<file path="config.mk">
export PLATFORM = sky130hd
export DESIGN_NAME = ascii_range_frame_parser
export DESIGN_NICKNAME = d
export VERILOG_FILES = /design/src/sv/arfp_pkg.sv /design/src/sv/arfp_csr.sv /design/src/sv/arfp_parse.sv /design/src/sv/ascii_range_frame_parser.sv
export SDC_FILE = /design/constraint.sdc
export NUM_CORES = 1
export LEC_CHECK = 0
export BUFFER_PORTS_ARGS = -buffer_cell sky130_fd_sc_hd__buf_4
export CORE_MARGIN = 3
export CORE_UTILIZATION = 60
export CTS_CLUSTER_SIZE = 24
export DETAILED_ROUTE_END_ITERATION = 10
export HOLD_SLACK_MARGIN = 0.03
export PLACE_DENSITY_LB_ADDON = 0.05
export SYNTH_ARGS = -nofsm -noshare
export SYNTH_HDL_FRONTEND = slang
export SYNTH_SLANG_ARGS = --single-unit
</file>
<file path="constraint.sdc">
create_clock -name clock -period 19.38 [get_ports clock]
set_input_delay 0.969 -clock clock [delete_from_list [all_inputs] [get_ports clock]]
set_output_delay 0.969 -clock clock [all_outputs]
set_load 0.1 [all_outputs]
</file>
<file path="src/sv/arfp_pkg.sv">
// ----------------------------------------------------------------------------
// arfp_pkg
// Shared types and constants of the ASCII range frame parser.
// ----------------------------------------------------------------------------
package arfp_pkg;

   // character codes of the frame
   localparam logic [7:0] CharY     = 8'h59;
   localparam logic [7:0] CharT     = 8'h54;
   localparam logic [7:0] CharE     = 8'h45;
   localparam logic [7:0] CharZero  = 8'h30;
   localparam logic [7:0] CharNine  = 8'h39;

   // field widths
   localparam int DistW     = 16;
   localparam int DistAccW  = 17;
   localparam int TimeW     = 32;
   localparam int DigitCntW = 4;

   // digits per field beyond which further digits are ignored
   localparam logic [DigitCntW-1:0] MaxDigits = 4'd15;

   // saturation value of the distance accumulator
   localparam logic [DistAccW-1:0] DistSat = 17'h1FFFF;

   // register map: one 32-bit register, decoded on the word address bit
   localparam int CsrAddrW = 3;
   localparam logic RegMaxDist = 1'b0;
   localparam logic [DistW-1:0] MaxDistReset = 16'd3000;

   // one parsed reading and its qualifier
   typedef struct packed {
      logic             hit;
      logic [DistW-1:0] dist_mm;
      logic [TimeW-1:0] stamp_ms;
   } arfp_result_type;

endpackage

</file>
<file path="src/sv/arfp_csr.sv">
// ----------------------------------------------------------------------------
// arfp_csr
// APB-style register file holding the distance limit.
// ----------------------------------------------------------------------------
module arfp_csr
   import arfp_pkg::*;
(
   input  logic                clock,
   input  logic                reset,
   input  logic                psel,
   input  logic                penable,
   input  logic                pwrite,
   input  logic [CsrAddrW-1:0] paddr,
   input  logic [31:0]         pwdata,
   output logic [31:0]         prdata,
   output logic                pready,
   output logic [DistW-1:0]    max_dist_mm
);

   logic [DistW-1:0] max_dist_ff;
   logic [DistW-1:0] max_dist_in;
   logic             wr_hit;

   assign pready = 1'b1;
   assign wr_hit = psel && penable && pwrite && (paddr[2] == RegMaxDist);

   always_comb begin
      max_dist_in = max_dist_ff;
      if (wr_hit) begin
         max_dist_in = pwdata[DistW-1:0];
      end
   end

   always_ff @(posedge clock) begin
      if (reset) begin
         max_dist_ff <= MaxDistReset;
      end else begin
         max_dist_ff <= max_dist_in;
      end
   end

   // unused address bits below the word boundary are ignored
   always_comb begin
      prdata = '0;
      if ((paddr[2] == RegMaxDist) && (paddr[1:0] == 2'b00 || paddr[1:0] != 2'b00)) begin
         prdata = {{(32-DistW){1'b0}}, max_dist_ff};
      end
   end

   assign max_dist_mm = max_dist_ff;

endmodule

</file>
<file path="src/sv/arfp_parse.sv">
// ----------------------------------------------------------------------------
// arfp_parse
// Frame state machine and digit accumulators; one byte per step.
// ----------------------------------------------------------------------------
module arfp_parse
   import arfp_pkg::*;
(
   input  logic             clock,
   input  logic             reset,
   input  logic             step,
   input  logic [7:0]       rx_byte,
   input  logic [DistW-1:0] max_dist_mm,
   output arfp_result_type  result
);

   typedef enum logic [1:0] {
      PH_WAIT_Y1,
      PH_WAIT_Y2,
      PH_DIST,
      PH_TIME
   } phase_type;

   phase_type              phase_ff,      phase_in;
   logic [DistAccW-1:0]    dist_acc_ff,   dist_acc_in;
   logic [DigitCntW-1:0]   dist_cnt_ff,   dist_cnt_in;
   logic [TimeW-1:0]       time_acc_ff,   time_acc_in;
   logic [DigitCntW-1:0]   time_cnt_ff,   time_cnt_in;

   logic                   is_digit;
   logic [3:0]             digit;
   logic [DistAccW+3:0]    dist_ext;
   logic [DistAccW+3:0]    dist_sum;
   logic [DistAccW-1:0]    dist_step;
   logic [TimeW-1:0]       time_step;
   logic                   frame_ok;

   assign is_digit = (rx_byte >= CharZero) && (rx_byte <= CharNine);
   assign digit    = rx_byte[3:0];

   // times ten as two shifts and an add; saturate the distance
   assign dist_ext  = {4'b0, dist_acc_ff};
   assign dist_sum  = (dist_ext << 3) + (dist_ext << 1) + {{(DistAccW){1'b0}}, digit};
   assign dist_step = (dist_sum > {4'b0, DistSat}) ? DistSat : dist_sum[DistAccW-1:0];
   assign time_step = (time_acc_ff << 3) + (time_acc_ff << 1) + {{(TimeW-4){1'b0}}, digit};

   assign frame_ok = (dist_cnt_ff != '0) && (time_cnt_ff != '0) && (dist_acc_ff != '0)
                     && (dist_acc_ff <= {1'b0, max_dist_mm});

   always_comb begin
      phase_in    = phase_ff;
      dist_acc_in = dist_acc_ff;
      dist_cnt_in = dist_cnt_ff;
      time_acc_in = time_acc_ff;
      time_cnt_in = time_cnt_ff;
      result.hit      = 1'b0;
      result.dist_mm  = dist_acc_ff[DistW-1:0];
      result.stamp_ms = time_acc_ff;
      case (phase_ff)
         PH_WAIT_Y1: begin
            if (rx_byte == CharY) begin
               phase_in = PH_WAIT_Y2;
            end
         end
         PH_WAIT_Y2: begin
            if (rx_byte == CharY) begin
               dist_acc_in = '0;
               dist_cnt_in = '0;
               time_acc_in = '0;
               time_cnt_in = '0;
               phase_in    = PH_DIST;
            end else begin
               phase_in = PH_WAIT_Y1;
            end
         end
         PH_DIST: begin
            if (is_digit) begin
               if (dist_cnt_ff < MaxDigits) begin
                  dist_acc_in = dist_step;
                  dist_cnt_in = dist_cnt_ff + DigitCntW'(1);
               end
            end else if (rx_byte == CharT) begin
               phase_in = PH_TIME;
            end else begin
               phase_in = PH_WAIT_Y1;
            end
         end
         PH_TIME: begin
            if (is_digit) begin
               if (time_cnt_ff < MaxDigits) begin
                  time_acc_in = time_step;
                  time_cnt_in = time_cnt_ff + DigitCntW'(1);
               end
            end else if (rx_byte == CharE) begin
               phase_in   = PH_WAIT_Y1;
               result.hit = frame_ok;
            end else begin
               phase_in = PH_WAIT_Y1;
            end
         end
         default: begin
            phase_in = PH_WAIT_Y1;
         end
      endcase
   end

   always_ff @(posedge clock) begin
      if (reset) begin
         phase_ff    <= PH_WAIT_Y1;
         dist_cnt_ff <= '0;
         time_cnt_ff <= '0;
      end else if (step) begin
         phase_ff    <= phase_in;
         dist_cnt_ff <= dist_cnt_in;
         time_cnt_ff <= time_cnt_in;
      end
   end

   always_ff @(posedge clock) begin
      if (step) begin
         dist_acc_ff <= dist_acc_in;
         time_acc_ff <= time_acc_in;
      end
   end

   a_header_clears: assert property (@(posedge clock) disable iff (reset)
      step && (phase_ff == PH_WAIT_Y2) && (rx_byte == CharY)
      |=> (phase_ff == PH_DIST) && (dist_cnt_ff == '0) && (time_cnt_ff == '0))
      else $error("second header byte did not open a clean frame");

   a_end_closes: assert property (@(posedge clock) disable iff (reset)
      step && (phase_ff == PH_TIME) && (rx_byte == CharE) |=> (phase_ff == PH_WAIT_Y1))
      else $error("end byte did not close the frame");

endmodule

</file>
<file path="src/sv/ascii_range_frame_parser.sv">
// ----------------------------------------------------------------------------
// ascii_range_frame_parser
// Parses YY<distance>T<timestamp>E frames from an ASCII byte stream and
// emits one range reading per valid frame.
// ----------------------------------------------------------------------------
//
//   channel   direction  handshake             payload
//   req       in         req_valid/req_ready   req_rx_byte[7:0]
//   rsp       out        rsp_valid/rsp_ready   rsp_dist_mm[15:0], rsp_stamp_ms[31:0]
//   csr       in/out     psel/penable/pready   paddr[2:0], pwdata/prdata[31:0]
//
// One item per cycle sustained while no result stalls; a reading is offered
// on rsp once its closing item has passed the input register and then the
// parse step into the result register.
// The critical path is the times-ten add of the timestamp accumulator.
// Reset is synchronous and active high; the limit returns to 3000 mm.
// A stalled result holds the parse step; the input register then fills and
// req_ready drops, so no item is lost.
//
module ascii_range_frame_parser
   import arfp_pkg::*;
(
   input  logic                clock,
   input  logic                reset,
   // input item channel
   input  logic                req_valid,
   output logic                req_ready,
   input  logic [7:0]          req_rx_byte,
   // result item channel
   output logic                rsp_valid,
   input  logic                rsp_ready,
   output logic [DistW-1:0]    rsp_dist_mm,
   output logic [TimeW-1:0]    rsp_stamp_ms,
   // configuration port
   input  logic                psel,
   input  logic                penable,
   input  logic                pwrite,
   input  logic [CsrAddrW-1:0] paddr,
   input  logic [31:0]         pwdata,
   output logic [31:0]         prdata,
   output logic                pready
);

   logic             in_valid_ff, in_valid_in;
   logic [7:0]       in_byte_ff;
   logic             rsp_valid_ff, rsp_valid_in;
   logic [DistW-1:0] rsp_dist_ff;
   logic [TimeW-1:0] rsp_time_ff;
   logic             advance;
   logic             take;
   logic [DistW-1:0] max_dist_mm;
   arfp_result_type  result;

   arfp_csr u_csr (
      .clock       (clock),
      .reset       (reset),
      .psel        (psel),
      .penable     (penable),
      .pwrite      (pwrite),
      .paddr       (paddr),
      .pwdata      (pwdata),
      .prdata      (prdata),
      .pready      (pready),
      .max_dist_mm (max_dist_mm)
   );

   // advance the held item once the result register is free or being drained
   assign advance   = in_valid_ff && (!rsp_valid_ff || rsp_ready);
   assign req_ready = !in_valid_ff || advance;
   assign take      = req_valid && req_ready;

   arfp_parse u_parse (
      .clock       (clock),
      .reset       (reset),
      .step        (advance),
      .rx_byte     (in_byte_ff),
      .max_dist_mm (max_dist_mm),
      .result      (result)
   );

   always_comb begin
      in_valid_in = in_valid_ff;
      if (take) begin
         in_valid_in = 1'b1;
      end else if (advance) begin
         in_valid_in = 1'b0;
      end
   end

   // load a fresh reading, drop one that has been taken, else hold
   always_comb begin
      rsp_valid_in = rsp_valid_ff;
      if (advance) begin
         rsp_valid_in = result.hit;
      end else if (rsp_ready) begin
         rsp_valid_in = 1'b0;
      end
   end

   always_ff @(posedge clock) begin
      if (reset) begin
         in_valid_ff  <= 1'b0;
         rsp_valid_ff <= 1'b0;
      end else begin
         in_valid_ff  <= in_valid_in;
         rsp_valid_ff <= rsp_valid_in;
      end
   end

   always_ff @(posedge clock) begin
      if (take) begin
         in_byte_ff <= req_rx_byte;
      end
      if (advance && result.hit) begin
         rsp_dist_ff <= result.dist_mm;
         rsp_time_ff <= result.stamp_ms;
      end
   end

   assign rsp_valid    = rsp_valid_ff;
   assign rsp_dist_mm  = rsp_dist_ff;
   assign rsp_stamp_ms = rsp_time_ff;

   a_hold_input: assert property (@(posedge clock) disable iff (reset)
      in_valid_ff && !advance |=> in_valid_ff && $stable(in_byte_ff))
      else $error("held input item was lost or changed");

   a_result_source: assert property (@(posedge clock) disable iff (reset)
      $rose(rsp_valid) |-> $past(advance))
      else $error("result appeared without a parse step");

endmodule

</file>
* After elaboration in Yosys (flattened, before gate mapping)
Cells that the tools add are included.
Storage, ports and cells: bits of input ports 50, output and inout port bits 83, flip-flop bits (word level) 133, word-level logic and storage cells 97
Operators by class: multiplexer cells 30, magnitude comparators 6, eq/ne operators 14, add/sub/neg operators 6, reduce and logical (&&, ||, !) cells 29, bitwise operators 1
Operator list (count):
- 2-to-1 mux 32 bit | 3
- 2-to-1 mux 17 bit | 4
- one-hot mux 32 bit (2 select lines) | 1
- one-hot mux 17 bit (2 select lines) | 1
- adder 32 bit | 1
- adder 32 x 4 -> 32 bit | 1
- equality test 8 x 7 -> 1 bit (second input constant) | 3
- adder 20 x 18 -> 21 bit | 1
- adder 21 x 4 -> 21 bit | 1
- > comparator 21 x 17 -> 1 bit (second input constant) | 1
- 2-to-1 mux 4 bit | 5
- less-or-equal comparator 17 x 16 -> 1 bit | 1
- nonzero test 17 bit | 1
- 2-to-1 mux 16 bit | 1
- one-hot mux 4 bit (2 select lines) | 2
- != test 2 x 1 -> 1 bit (second input constant) | 6
- logical AND 1 bit | 11
- 2-to-1 mux 2 bit | 5
- AND reduction 5 bit | 2
- nonzero test 2 bit | 5
- adder 4 x 1 -> 4 bit (second input constant) | 2
- greater-or-equal comparator 8 x 6 -> 1 bit (second input constant) | 1
- less-or-equal comparator 8 x 6 -> 1 bit (second input constant) | 1
- < comparator 4 bit (second input constant) | 2
- 11 further kinds | 24

* Depth between registers and ports, before layout
depth in word-level cells 8, gate-level depth with buffers 13, gate-level depth less buffers 12

* Hierarchy
From an unflattened synthesis, not the netlist that was laid out.
Second synthesis, totals: cell total of the unflattened synthesis 789, area total of the unflattened synthesis 8508.2 um2
By module, submodules not included:
- arfp_parse | cells an instance 616, area each 5771.8 um2, seq. area each 1671.6 um2, times used 1
- ascii_range_frame_parser | cells an instance 67, area each 1784.2 um2, seq. area each 1721.7 um2, times used 1
- arfp_csr | cells an instance 106, area each 952.2 um2, seq. area each 320.3 um2, times used 1

* Worst setup path after synthesis
OpenSTA, ideal clock, no wires.
path kind register -> register, start point register u_parse.dist_acc_ff[12], end point register rsp_dist_ff[0], in the netlist rsp_dist_mm[0] (enable), setup slack 9.582 ns, library setup time 0.716 ns, stages on the path, launching flop included 7, required time 18.664 ns, path buffers 0, arrival 9.082 ns, period minus slack after synthesis 9.798 ns, cells stage by stage edfxtp_1 ha_1 nand4_1 or4_1 o21ai_0 a21oi_1 a2111oi_0
Between the ends: cells in the longest elaborated chain, start to end 7, elaborated cells on any way between the ends 8, classes of those cells order compare (1); mux (3); reduce/logical (4)
Ends and longest elaborated chain:
- from (decl) | RTL line arfp_parse.sv:24 | logic [DistAccW-1:0] dist_acc_ff, dist_acc_in;
- from (signal assigned) | RTL line arfp_parse.sv:120 | dist_acc_ff <= dist_acc_in;
- parallel branches: the longest is 2 deep, another holds less-or-equal comparator 17 x 16 -> 1 bit
- logical AND 1 bit (*) | RTL line arfp_parse.sv:47 | && (dist_acc_ff <= {1'b0, max_dist_mm});
- 2-to-1 mux 1 bit (*) | RTL line arfp_parse.sv:93 | end else if (rx_byte == CharE) begin
- 2-to-1 mux 1 bit (*) | RTL line arfp_parse.sv:88 | if (is_digit) begin
- 2-to-1 mux 1 bit (*) | RTL line arfp_parse.sv:58 | case (phase_ff)
- logical AND 1 bit (*) | RTL line ascii_range_frame_parser.sv:114 | if (advance && result.hit) begin
- to (signal assigned) | RTL line ascii_range_frame_parser.sv:115 | rsp_dist_ff <= result.dist_mm;
- to (decl) | RTL line ascii_range_frame_parser.sv:47 | logic [DistW-1:0] rsp_dist_ff;
Every way passes the cells marked *. A chain may end at the register's enable or synchronous reset.

* Worst setup path in the final report
start point register in_byte_ff[3], end point register u_parse.dist_acc_ff[8], data pin
Between the ends: cells in the longest elaborated chain, start to end 6
Ends and longest elaborated chain:
- from (decl) | RTL line ascii_range_frame_parser.sv:45 | logic [7:0] in_byte_ff;
- from (signal assigned) | RTL line ascii_range_frame_parser.sv:112 | in_byte_ff <= req_rx_byte;
- adder 21 x 4 -> 21 bit (*) | RTL line arfp_parse.sv:42 | assign dist_sum = (dist_ext << 3) + (dist_ext << 1) + {{(DistAccW){1'b0}}, digit};
- > comparator 21 x 17 -> 1 bit | RTL line arfp_parse.sv:43 | assign dist_step = (dist_sum > {4'b0, DistSat}) ? DistSat : dist_sum[DistAccW-1:0];
- 2-to-1 mux 17 bit (*) | RTL line arfp_parse.sv:43
- 2-to-1 mux 17 bit (*) | RTL line arfp_parse.sv:77 | if (dist_cnt_ff < MaxDigits) begin
- 2-to-1 mux 17 bit (*) | RTL line arfp_parse.sv:76 | if (is_digit) begin
- one-hot mux 17 bit (2 select lines) (*) | RTL line arfp_parse.sv:58
Every way passes the cells marked *; elsewhere a longest branch is shown, timed or not. The select of a mux whose other input is x is not followed.

==> metrics.csv <==
stage;metric;value;unit
global_route;vias in the first global route;6256;
min_path;Min-Delay Path Class;reg -> reg;
floorplanning;CORE AREA;13400;sq um
layout;Final Net Count;1057;
drt;Via Count;6428;
synthesis;Most used DFF post-synth;edfxtp_1;
floorplanning;total die area;15300;sq um
drt;Final ANT Viol Nets;0;
floorplanning;Die Wd;124;um
power;P_int;0.530;mW
power;Sw Share;22.5;%
worst_setup_path;required time at the worst-slack endpoint;19.50;ns
clocking;Max Root-Sink Buffers;2;
power;Peak supply drop;54.9;uV
worst_setup_path;Crit Reg-Reg Startpoint;in_byte_ff[3];
placed_design;input/output buffers;97;
clocking;Post-CTS Setup Bufs;0;
clocking;PostCTS Resize Cnt;0;
timing;Final Max Slew Viols;0;
layout;register area;3710;sq um
min_path;Hold Crit Start;u_parse.time_acc_ff[31];
timing;Final Cycle Share;20.5;%
timing;unrepaired setup endpoints after global routing;false;
timing;Slew HR;18.0;%
worst_setup_path;crit path cell chain;inv_1, fa_1, inv_1, ha_1, a211oi_1, nor2_1, o21ai_2, o22ai_2, a2111oi_0, mux2i_1, o21ai_2, o21ai_0;
drt;DRT iter0 DRCs;506;
worst_setup_path;crit path max-delay cell type;o21ai_2;
clocking;Hold Buf Count CTS;0;
global_route;GRT Overall Usage;25.5;%
synthesis;Seq/Total Area, Yosys;44.8;%
placed_design;Placer Congestion;0.905;
status;status;finished clean;
floorplanning;Initial Util;61.9;%
timing;fmax;252;MHz
clocking;clk_lat worst skew;0.42;ns
power;Psw;0.154;mW
synthesis;Cells after Synth;793;
worst_setup_path;Startpoint Class;flop;
layout;Area growth syn-to-layout;17.4;%
synthesis;Post-Synthesis Cell Area;8290;sq um
synthesis;Netlist cell types;66;
drt;total wire length;18.4;mm
timing;fin crit period;3.97;ns
synthesis;synth warn;0;
power;LEAKAGE;4.26;nW
layout;Finished Layout Cells;1081;
power;combinational share of power;6.0;%
worst_setup_path;Buf/Inv on CP;2;
drt;vias per cell;5.95;
worst_setup_path;kind of critical path;reg -> reg;
synthesis;Seq cells post-synth;133;
clocking;H-Tree Depth;4;
clocking;clk root buf;clkbuf_16;
placed_design;Placed Cells;1049;
drt;wire per inst;17.0;um
floorplanning;height of the chip;124;um
clocking;CTS tree;yes;
layout;antenna fix cells;0;
power;Seq pwr share;45.2;%
clocking;CTS buffer count;17;
floorplanning;Site Rows;42;
clocking;clock sink count;133;
global_route;largest net degree at the start of global routing;38;
global_route;initial antenna violation count;0;
power;overall power;0.684;mW
drt;DR pass1 iterations;5;
timing;Final Hold Fails;0;
worst_setup_path;arrival time at the worst endpoint;4.09;ns
job;max-capacitance violation count;0;
timing;Final Skew;0.00724;ns
worst_setup_path;crit-path max FO;17;
floorplanning;I/O Pins;133;
worst_setup_path;worst setup path startpoint;in_byte_ff[3];
synthesis;synthesized area per cell;10.5;sq um
global_route;GRT overflow;0;
power;Clock Power Share;48.8;%
synthesis;asr flop ratio synth;0;%
global_route;first-pass GRT wire length;30.3;mm
timing;setup TNS;0;ns
power;PwrDens;70.3;nW/um^2
clocking;Worst-path clk slew;0.06;ns
synthesis;Post-synth EDFFs;105;
worst_setup_path;Slowest Stage Delay on Critical Path;0.64;ns
layout;fraction of layout cells with a size suffix above 1;16.4;%
timing;Setup-failing EPs final;0;
layout;fillers;938;
layout;Multi-input gate area;4270;sq um
timing;Worst-Margin Slew;1.22;ns
drt;DRC errors left;0;
worst_setup_path;Top Family by Delay on Critical Path;compound AO/OA/AOI/OAI gates;
placed_design;Detailed Place HPWL;13.6;mm
worst_setup_path;critical path endpoint category;flop;
-- layer usage --
metal  share of wire, %  wire length (um)  global-route usage, %  up-vias
li1                   -                 -                      -     3106
met1                 42              7760                   31.5     3012
met2                 48              8890                   42.5      260
met3                6.8              1250                   6.36       50
met4                2.7               503                   11.0        0
met5                  0                 0                      0        -
-- cells in the mapped netlist, drive strengths merged (3+ instances only) --
library cell  number  area, sq um
ha               111         1390
edfxtp           105         3150
nor2              91          342
nand2             62          233
a21oi             55          275
inv               42          158
o21ai             41          228
dfxtp             28          561
xnor2             23          201
buf               22          159
a21o              20          150
nand3             19         95.1
xor2              16          140
clkbuf            14         52.6
nand4             12         75.1
a31oi              8         50.1
nor3               8         40.0
nor4               8         50.1
a211o              7         61.3
a211oi             7         52.6
nand2b             7         43.8
o211ai             7         57.6
and3               6         37.5
o31ai              6         58.8
and2               5         31.3
nor2b              5         31.3
nor3b              5         37.5
a2111oi            4         35.0
fa                 4         80.1
mux2i              4         40.0
o21a               3         22.5
o41ai              3         33.8
-- worst paths after layout --
kind,cells past startpoint,end,slack (ns)
setup / recovery,12,u_parse.dist_acc_ff[8],15.41
hold / removal,0,rsp_stamp_ms[31],0.44
setup reg to reg,12,u_parse.dist_acc_ff[8],15.41
hold reg to reg,0,rsp_stamp_ms[31],0.44
-- power groups by stage --
stage / clock (mW) / sequential, mW / combinational (mW)
after floorplan: 0 / 0.314 / 0.0351
after global placement: 0 / 0.315 / 0.0403
after detailed placement: 0 / 0.315 / 0.0409
after CTS: 0.337 / 0.309 / 0.0411
after global routing: 0.352 / 0.309 / 0.0436
final: 0.334 / 0.309 / 0.0411
-- worst register-to-register path, cell delays in order (launching register included) --
cell       delay [ns]
edfxtp_1         0.45
inv_1            0.11
fa_1             0.55
inv_1            0.07
ha_1             0.31
a211oi_1         0.27
nor2_1           0.11
o21ai_2          0.22
o22ai_2          0.14
a2111oi_0        0.39
mux2i_1          0.16
o21ai_2          0.64
o21ai_0          0.24
-- cell usage in the layout, fill, tap and decap left out, types with 5 or more instances in the layout --
cell       count
xor2_1        16
a21o_1        20
conb_1        17
inv_1         42
and2_1         5
nand2b_1       7
xnor2_1       23
ha_1         111
buf_4        101
clkbuf_16     17
a211oi_1       7
edfxtp_1     105
o21ai_2        6
nor3b_1        5
a211o_1        7
dfxtp_1       28
nor2_1        91
o31ai_1        5
nand4_1       12
and3_1         6
nand3_1       19
nor4_1         8
nor2b_1        5
o21ai_0       35
nor3_1         8
o211ai_1       6
a21oi_1       55
nand2_1       62
a31oi_1        8
-- logic make-up (layout without fill, tap and decap cells) --
logic type,Yosys count,after routing,share of synthesized area [%]
and+or+nand+nor,238,238,13.2
muxes,4,4,0.483
AOI/OAI and AO/OA,184,184,15.2
DFF,133,133,44.8
adders and majority gates,115,115,17.7
buffers and inverters,78,175,4.45
other,2,17,0.0906
xor gates and xnor gates,39,39,4.12
-- area by class of cell --
cell class	count	area share [%]
Inverter	42	1.62
Clock buffer	18	4.41
Sequential cell	133	38.1
Multi-Input combinational cell	597	43.9
Tap cell	176	2.26
Clock inverter	14	1.89
Timing Repair Buffer	101	7.79
-- stage by stage --
step | setup WS, ns | hold slack, ns | area (sq um) | utilization [%]
after floorplan | 9.58 | 0.400 | 8350 | -
after global placement | 15.60 | 0.408 | 9120 | 68.1
after detailed placement | 15.47 | 0.430 | 9120 | 68.1
after CTS | 15.42 | 0.443 | 9730 | 72.6
after global routing | 15.09 | 0.440 | 9730 | 72.6
final | 15.41 | 0.439 | 9730 | 72.6
-- sequential cells by signal, indices dropped and copies added (netlist names) --
register             flops
rsp_stamp_ms            32
in_valid_ff              1
rsp_dist_mm             16
u_parse.dist_cnt_ff      4
u_parse.dist_acc_ff     17
u_parse.time_acc_ff     32
u_parse.time_cnt_ff      4
in_byte_ff               8
u_parse.phase_ff         2
u_csr.max_dist_mm       16
rsp_valid                1
Note: power is estimated with default switching activity, not from simulation.
